===== src/hdl/rls_pkg.sv =====
`timescale 1ns / 1ps
package rls_pkg;
	localparam int FRAC_BITS_DEF = 16;
	localparam int W = 48;
	localparam logic [16:0] LAMBDA_RESET = 17'd64880;
	localparam logic signed [W-1:0] WMAX = {1'b0, {(W-1){1'b1}}};
	localparam logic signed [W-1:0] WMIN = {1'b1, {(W-1){1'b0}}};

	// datapath operations issued by the controller
	typedef enum logic [3:0] {
		OP_NONE, OP_LOAD, OP_PPHI, OP_PHIP, OP_S, OP_ACC, OP_DEN, OP_GAIN,
		OP_THETA, OP_DOWN, OP_COV, OP_OUT
	} op_t;

	typedef struct packed {
		op_t        op;
		logic [1:0] r;
		logic [1:0] c;
		logic       first;
		logic       last;
	} cmd_t;

	typedef struct packed {
		logic mac_busy;
		logic div_busy;
	} sts_t;

	function automatic logic signed [W-1:0] sat_w(input logic signed [W+1:0] x);
		if (x > $signed({{2{WMAX[W-1]}}, WMAX})) return WMAX;
		if (x < $signed({{2{WMIN[W-1]}}, WMIN})) return WMIN;
		return x[W-1:0];
	endfunction
endpackage


===== src/hdl/rls_ctrl.sv =====
`timescale 1ns / 1ps
module rls_ctrl import rls_pkg::*; (
	input  logic clk,
	input  logic arst_n,
	input  logic in_fire,
	input  logic out_free,
	input  sts_t sts,
	output logic busy,
	output logic out_load,
	output cmd_t cmd
);
	typedef enum logic [3:0] {
		S_IDLE, S_PPHI, S_PHIP, S_S, S_ACC, S_DEN, S_GAIN, S_THETA, S_DOWN, S_COV,
		S_DRAIN, S_OUT
	} state_t;
	state_t st_q;
	logic [1:0] r_q, c_q;
	logic       wait_q;

	always_ff @(posedge clk or negedge arst_n) begin
		if (!arst_n) begin
			st_q <= S_IDLE;
			r_q <= '0;
			c_q <= '0;
			wait_q <= 1'b0;
			busy <= 1'b0;
			out_load <= 1'b0;
			cmd <= '0;
		end else begin
			cmd.op <= OP_NONE;
			out_load <= 1'b0;
			case (st_q)
				S_IDLE: if (in_fire) begin
					cmd.op <= OP_LOAD;
					busy <= 1'b1;
					r_q <= '0;
					c_q <= '0;
					wait_q <= 1'b0;
					st_q <= S_PPHI;
				end
				S_PPHI, S_PHIP, S_S, S_ACC, S_THETA, S_DOWN: begin
					// issue one multiply, then wait for the unit to free up
					if (!wait_q) begin
						wait_q <= 1'b1;
						cmd.r <= r_q;
						cmd.c <= c_q;
						case (st_q)
							S_PPHI: begin
								cmd.op <= OP_PPHI; cmd.first <= c_q == 0; cmd.last <= c_q == 3;
							end
							S_PHIP: begin
								cmd.op <= OP_PHIP; cmd.first <= c_q == 0; cmd.last <= c_q == 3;
							end
							S_S: begin
								cmd.op <= OP_S; cmd.first <= r_q == 0; cmd.last <= r_q == 3;
							end
							S_ACC: begin
								cmd.op <= OP_ACC; cmd.first <= r_q == 0; cmd.last <= r_q == 3;
							end
							S_THETA: begin
								cmd.op <= OP_THETA; cmd.first <= 1'b1; cmd.last <= 1'b1;
							end
							default: begin
								cmd.op <= OP_DOWN; cmd.first <= 1'b1; cmd.last <= 1'b1;
							end
						endcase
					end else if (!sts.mac_busy && cmd.op == OP_NONE) begin
						wait_q <= 1'b0;
						if (st_q == S_PPHI || st_q == S_PHIP || st_q == S_DOWN) begin
							c_q <= c_q + 1'b1;
							if (c_q == 2'd3) begin
								r_q <= r_q + 1'b1;
								if (r_q == 2'd3) begin
									case (st_q)
										S_PPHI:  st_q <= S_PHIP;
										S_PHIP:  st_q <= S_S;
										default: st_q <= S_COV;
									endcase
								end
							end
						end else begin
							r_q <= r_q + 1'b1;
							if (r_q == 2'd3) begin
								case (st_q)
									S_S:     st_q <= S_ACC;
									S_ACC:   st_q <= S_DEN;
									default: st_q <= S_DOWN;
								endcase
							end
						end
					end
				end
				S_DEN: begin
					cmd.op <= OP_DEN;
					st_q <= S_GAIN;
				end
				S_GAIN, S_COV: begin
					if (!wait_q) begin
						wait_q <= 1'b1;
						cmd.op <= (st_q == S_GAIN) ? OP_GAIN : OP_COV;
						cmd.r <= r_q;
						cmd.c <= c_q;
					end else if (!sts.div_busy && cmd.op == OP_NONE) begin
						wait_q <= 1'b0;
						if (st_q == S_GAIN) begin
							r_q <= r_q + 1'b1;
							if (r_q == 2'd3) st_q <= S_THETA;
						end else begin
							c_q <= c_q + 1'b1;
							if (c_q == 2'd3) begin
								r_q <= r_q + 1'b1;
								if (r_q == 2'd3) st_q <= S_DRAIN;
							end
						end
					end
				end
				S_DRAIN: if (out_free) begin
					cmd.op <= OP_OUT;
					st_q <= S_OUT;
				end
				S_OUT: begin
					out_load <= 1'b1;
					busy <= 1'b0;
					st_q <= S_IDLE;
				end
				default: st_q <= S_IDLE;
			endcase
		end
	end
endmodule

===== config.mk =====
export PLATFORM = sky130hd
export DESIGN_NAME = rls_ctrl
export DESIGN_NICKNAME = d
export VERILOG_FILES = /design/src/hdl/rls_pkg.sv /design/src/hdl/rls_ctrl.sv
export SDC_FILE = /design/constraint.sdc
export NUM_CORES = 1
export LEC_CHECK = 0
export ABC_AREA = 0
export BUFFER_PORTS_ARGS = -buffer_cell sky130_fd_sc_hd__buf_2
export CAP_MARGIN = 20
export CORE_MARGIN = 5
export CORE_UTILIZATION = 55
export DETAILED_ROUTE_END_ITERATION = 10
export PLACE_DENSITY = 0.86
export SYNTH_ARGS = -nofsm -noshare
export SYNTH_HDL_FRONTEND = slang
export SYNTH_SLANG_ARGS = --single-unit

===== constraint.sdc =====
create_clock -name clk -period 5.2 [get_ports clk]
set_clock_uncertainty 0.2 [all_clocks]
set_input_delay 1.3 -clock clk [delete_from_list [all_inputs] [get_ports clk]]
set_output_delay 1.3 -clock clk [all_outputs]
set_load 0.1 [all_outputs]

==> impl_metrics.sql, run 1 <==
INSERT INTO impl_metrics (metric_group, metric, value, unit) VALUES
('sta', 'relSlewSlack', '0.4226', ''),
('route', 'via_per_inst', '5.990', ''),
('route', 'routed_length_on_met3', '217', 'um'),
('grt', 'number_of_global_route_vias_before_repair', '1164', ''),
('route', 'num_vias', '1222', ''),
('layout', 'layout-drive-gt1-share', '0.1724', ''),
('sta', 'worst_slack', '2441', 'ps'),
('clock_tree', 'clock_sink_count', '21', ''),
('placed_design', 'hpwl', '2167', 'um'),
('route', 'top_layer_used', 'met4', ''),
('sta', 'final_hold_viol_count', '0', ''),
('clock_tree', 'clock_buffer_count_from_cts', '3', ''),
('route', 'wl_per_cell', '14.57', 'um'),
('synth', 'synth.net_count', '174', ''),
('layout', 'fillerInstances', '207', ''),
('route', 'routed_wl', '2972', 'um'),
('placed_design', 'global_placer_s_final_weighted_congestion', '0.8488', ''),
('sta', 'achievable-frequency', '362.5', 'MHz'),
('route', 'drc', '0', ''),
('synth', 'synth.mux.area_fraction', '0.08355', ''),
('clock_tree', 'clkLatencyLatePin', '300', 'ps'),
('clock_tree', 'ctsHtreeMaxLevel', '1', ''),
('route', 'ant_nets', '0', ''),
('placed_design', 'dpl_worst_slack', '2150', 'ps'),
('sta', 'tightest_slew', '866.1', 'ps'),
('route', 'drt-initial-drc-count', '65', ''),
('die', 'die_area', '3704', 'um^2'),
('synth', 'synth_top_family_by_area', 'compound AO/OA/AOI/OAI gates', ''),
('synth', 'number_of_enable_flip_flop_cells_after_synthesis', '0', ''),
('sta', 'fin_worst_hold_slack', '293.6', 'ps'),
('synth', 'synth_compound_area_frac', '0.2639', ''),
('die', 'floorplan.die.height', '60.86', 'um'),
('synth', 'xor_and_xnor_fraction_of_the_mapped_netlist_area', '0.01231', ''),
('die', 'io_pins', '18', ''),
('layout', 'antenna-diode-count', '0', ''),
('route', 'met2_wirelength', '1426', 'um'),
('placed_design', 'buffer_ports.inserted', '17', ''),
('synth', 'synth.yosys.warnings', '0', ''),
('status', 'outcome', 'finished clean', ''),
('clock_tree', 'ctsRootBufferMaster', 'clkbuf_4', ''),
('layout', 'final_net_count', '185', ''),
('synth', 'synth-adder-area-share', '0.03518', ''),
('worst_setup_path', 'crit_required', '5190', 'ps'),
('route', 'met1Wirelength', '1290', 'um'),
('die', 'core_region_area', '2477', 'um^2'),
('route', 'dr.pass1.iters', '4', ''),
('synth', 'synthesis.area_per_instance', '8.674', 'um^2'),
('die', 'die_w', '60.86', 'um'),
('synth', 'syn-instance-count', '164', ''),
('sta', 'timing.final.setup_violations', '0', ''),
('worst_setup_path', 'timing.critical_path.arrival', '2750', 'ps'),
('grt', 'grt-ovfl-total', '0', ''),
('sta', 'setup_repair_after_global_routing_missed_its_margin', 'false', ''),
('layout', 'final_common_cell', 'dfrtp_1', ''),
('synth', 'ys_ff_latch', '21', ''),
('worst_hold_path', 'min-delay-path-class', 'reg -> reg', ''),
('die', 'row_count', '18', ''),
('clock_tree', 'cts-hold-fix-buffers', '0', ''),
('worst_setup_path', 'startpoint_type', 'register', ''),
('clock_tree', 'post_cts_resized', '0', ''),
('synth', 'synthSimpleGateAreaFrac', '0.1741', ''),
('grt', 'gr-usage-all-layers', '0.1880', ''),
('synth', 'synth.lib_cells_used.distinct', '45', ''),
('grt', 'maximum_number_of_pins_on_one_net_before_global_route_repair', '30', ''),
('die', 'initial_utilization', '0.5742', ''),
('layout', 'synthToLayoutAreaGrowth', '7.476', '%'),
('clock_tree', 'clock_tree_from_tritoncts', 'done', ''),
('sta', 'timing.final.crit_share', '0.5305', ''),
('clock_tree', 'cts.path.max_buffers', '2', ''),
('worst_setup_path', 'critical_path_class', 'reg -> reg', ''),
('sta', 'final_slew_violations', '0', '');
[layer usage]
layer	vias up	GRT usage
met5	-	0
met3	4	0.02553
met4	0	0.08359
li1	601	-
met2	60	0.2916
met1	557	0.2612
[final timing paths]
| check | start | endpoint | cells past startpoint |
|---|---|---|---|
| setup reg to reg | st_q[2] | c_q[0] | 5 |
| hold reg to reg | cmd[4] | cmd[4] | 2 |
| hold / removal | cmd[4] | cmd[4] | 2 |
| max in group asynchronous | arst_n | st_q[1] | 1 |
| setup / recovery | st_q[2] | c_q[0] | 5 |
| min in group asynchronous | arst_n | c_q[0] | 1 |
[cells by family (layout without fill, tap and decap cells)]
kind of cell,count (synthesis),in the layout
compound gates,53,53
mux,11,11
flops,21,21
xor+xnor,2,2
simple gates,50,50
buf+inv,23,33
fa+ha+maj,4,4
[Yosys cell counts (2+ instances only)]
master / number / area share
nor2_1: 17 / 0.045
nand2_1: 12 / 0.032
a21o_1: 2 / 0.011
dfrtp_1: 21 / 0.37
a21oi_1: 13 / 0.046
nand2b_1: 6 / 0.026
o31ai_1: 2 / 0.011
nor2b_1: 4 / 0.018
o22ai_1: 5 / 0.022
clkbuf_1: 9 / 0.024
a221oi_1: 2 / 0.012
mux2i_1: 7 / 0.049
a22o_1: 2 / 0.012
nor3_1: 3 / 0.011
inv_1: 11 / 0.029
ha_1: 4 / 0.035
o21ai_0: 14 / 0.049
mux2_2: 3 / 0.024
[worst max-delay path, stage by stage, from the launching register on]
cell	delay (ps)
dfrtp_1	920
xor2_1	160
o31ai_2	500
a211oi_2	170
a2111oi_2	320
mux2_2	380
[registers in the layout (all words and copies together), names as in the netlist]
| name | cells |
|---|---|
| st_q | 4 |
| c_q | 2 |
| busy | 1 |
| r_q | 2 |
| out_load | 1 |
| wait_q | 1 |
| cmd | 10 |
[per-stage QoR]
| step | util | std cells |
|---|---|---|
| after floorplan | - | 164 |
| after global placement | 0.6066 | 200 |
| after detailed placement | 0.6066 | 200 |
| after CTS | 0.6172 | 204 |
| after global routing | 0.6172 | 204 |
| final | 0.6172 | 204 |
[cell type report]
class                           count  area [um^2]  area share
Clock buffer                        4        26.28     0.01718
Tap cell                           30        37.54     0.02455
Inverter                           12        45.04     0.02946
Multi-Input combinational cell    120        809.5      0.5295
Sequential cell                    21        525.5      0.3437
Timing Repair Buffer               17        85.08     0.05565
Power of run 1 is not shown: default switching activity piles up to over one toggle a cycle in this logic, so the estimate is an artifact.
==> run 2, diff against run 1 <==
Settings changed: CORE_UTILIZATION 55 to 51, PLACE_DENSITY 0.86 to 0.84.
Clock period 5.2 ns to 2.4 ns, I/O delays scaled along.
==> impl_metrics.sql, run 2 (synthesis gave the netlist of run 1 again) <==
INSERT INTO impl_metrics (metric_group, metric, value, unit) VALUES
('placed_design', 'buffer_ports.inserted', '17', ''),
('worst_setup_path', 'critical_path.reg2reg.endpoint', 'r_q[0]', ''),
('sta', 'timing.final.setup_violations', '3', ''),
('route', 'dr.pass1.iters', '4', ''),
('grt', 'number_of_antenna_violations_at_the_first_check_in_global_routing', '0', ''),
('die', 'io_pins', '18', ''),
('worst_setup_path', 'r2r_slack', '-80', 'ps'),
('route', 'drc', '0', ''),
('grt', 'maximum_number_of_pins_on_one_net_before_global_route_repair', '22', ''),
('grt', 'grtUsageMet2', '0.3057', ''),
('grt', 'grt_util_met3', '0.02878', ''),
('placed_design', 'global_placer_s_final_weighted_congestion', '0.8738', ''),
('worst_hold_path', 'min-delay-path-class', 'in -> async', ''),
('worst_setup_path', 'crit_required', '2410', 'ps'),
('worst_setup_path', 'startpoint_type', 'register', ''),
('placed_design', 'dpl_worst_slack', '-88.07', 'ps'),
('layout', 'fillerInstances', '243', ''),
('clock_tree', 'clock_tree_from_tritoncts', 'done', ''),
('grt', 'first_pass_grt_wire_length', '5809', 'um'),
('layout', 'top_register', 'cmd', ''),
('clock_tree', 'ctsRootBufferMaster', 'clkbuf_4', ''),
('worst_setup_path', 'critical_path_class', 'reg -> reg', ''),
('layout', 'largest_reg_flops', '10', ''),
('die', 'core_region_area', '2710', 'um^2'),
('grt', 'number_of_global_route_vias_before_repair', '1239', ''),
('grt', 'grt_busiest_layer', 'met2', ''),
('sta', 'relSlewSlack', '0.6098', ''),
('placed_design', 'hpwl', '2563', 'um'),
('clock_tree', 'clock_sink_count', '21', ''),
('worst_setup_path', 'timing.critical_path.from', 'cmd[8]', ''),
('sta', 'achievable-frequency', '403.5', 'MHz'),
('run', 'cap_viol_max_count', '0', ''),
('die', 'die_area', '3946', 'um^2'),
('clock_tree', 'cts.path.max_buffers', '2', ''),
('layout', 'antenna-diode-count', '0', ''),
('sta', 'worst_slack', '-78.62', 'ps'),
('worst_setup_path', 'timing.critical_path.arrival', '2480', 'ps'),
('placed_design', 'placed_standard_cell_area', '1604', 'um^2'),
('die', 'floorplan.die.height', '62.82', 'um'),
('layout', 'layout-drive-gt1-share', '0.2834', ''),
('clock_tree', 'clkLatencyLatePin', '300', 'ps'),
('clock_tree', 'clock_buffer_count_from_cts', '3', ''),
('layout', 'fin_cells', '218', ''),
('sta', 'tightest_slew', '585.2', 'ps'),
('layout', 'final_net_count', '198', ''),
('route', 'ant_nets', '0', ''),
('sta', 'period_needed', '2479', 'ps'),
('route', 'routed_wl', '3510', 'um'),
('worst_setup_path', 'critPathCapture', 'r_q[0]', ''),
('route', 'via_per_inst', '5.968', ''),
('placed_design', 'dp_cells', '213', ''),
('route', 'drt-initial-drc-count', '65', ''),
('grt', 'grt-ovfl-total', '0', ''),
('sta', 'final_slew_violations', '0', ''),
('die', 'initial_utilization', '0.5249', ''),
('worst_setup_path', 'timing.critical_path.fanout_max', '3', ''),
('sta', 'final_hold_viol_count', '0', ''),
('status', 'failed_checks', 'negative setup slack', ''),
('layout', 'leading_cell_types_in_the_layout_fill_and_taps_excluded', 'nor2_1, dfrtp_1, buf_2, o21ai_0', ''),
('layout', 'reg_top3', 'cmd x10, st_q x4', ''),
('worst_setup_path', 'worstReg2RegStart', 'cmd[8]', ''),
('status', 'outcome', 'finished with violations', ''),
('layout', 'synthToLayoutAreaGrowth', '18.21', '%'),
('worst_setup_path', 'logic_depth_of_the_worst_register_to_register_path', '6', ''),
('route', 'wl_per_cell', '16.10', 'um'),
('die', 'die_w', '62.82', 'um'),
('sta', 'setup_repair_after_global_routing_missed_its_margin', 'true', ''),
('grt', 'gr-usage-all-layers', '0.1815', ''),
('die', 'row_count', '19', ''),
('worst_setup_path', 'worst_setup_path_end_kind', 'register', ''),
('clock_tree', 'clk_pin_slew', '120', 'ps'),
('route', 'num_vias', '1301', ''),
('layout', 'fin_area', '1682', 'um^2'),
('sta', 'timing.final.crit_share', '1.033', ''),
('grt', 'grt_use_met1', '0.2407', ''),
('clock_tree', 'ctsHtreeMaxLevel', '1', '');
[run 2: cell types whose count changed in the layout (fill, tap and decap cells not counted), moves of 2 or more]
cell / delta
mux2_2: -2
mux2_4: +2
dfrtp_1: -4
dfrtp_2: +2
dfrtp_4: +2
buf_4: +13
[run 2: per-stage QoR]
stage | hold slack [ps] | setup TNS [ps] | utilization
2_1_floorplan | 104.4 | -520.2 | -
3_3_place_gp | 261.8 | -72.23 | 0.5919
3_5_place_dp | 269.3 | -312.6 | 0.5919
4_1_cts | 42.57 | -127.7 | 0.6094
5_1_grt | 48.30 | -574.7 | 0.6205
6_report | 34.19 | -154.6 | 0.6205
[run 2: metal layers]
metal	up-vias	part of all wire
met4	0	0.016
met5	-	0
li1	628	-
met2	42	0.50
met3	7	0.053
met1	624	0.43
[run 2: area by class of cell]
type                    count  area, um^2  area share
repair buffers             30       182.7      0.1086
clock inverters             1       5.005    0.002976
inverters                  12       45.04     0.02679
flip-flops and latches     21       535.5      0.3185
multi-input cells         120       852.1      0.5067
well taps                  31       38.79     0.02307
clock buffers               3       22.52     0.01339
[run 2: timing repair]
| action | 4_1_cts | 5_1_grt |
|---|---|---|
| buffers inserted | 1 | 0 |
| pin swaps | 1 | 1 |
| hold buffers | 0 | 0 |
| endpoints found under the setup margin | 4 | 8 |
| resized for setup | 3 | 5 |
[run 2: worst max-delay path, stage by stage (launching register included)]
cell	delay, ps
dfrtp_4	480
or4_4	560
a2111oi_4	230
a211oi_2	110
buf_4	170
or3b_4	370
mux2_4	260
[run 2: how the worst min path moves through the flow]
stage,to,cells past startpoint,start
floorplan,busy,0,arst_n
global placement,cmd[5],2,cmd[5]
detailed placement,cmd[4],2,cmd[4]
CTS,cmd[3],1,arst_n
global route,cmd[3],1,arst_n
finish,cmd[4],1,arst_n
Power of run 2 is left out for the same reason.
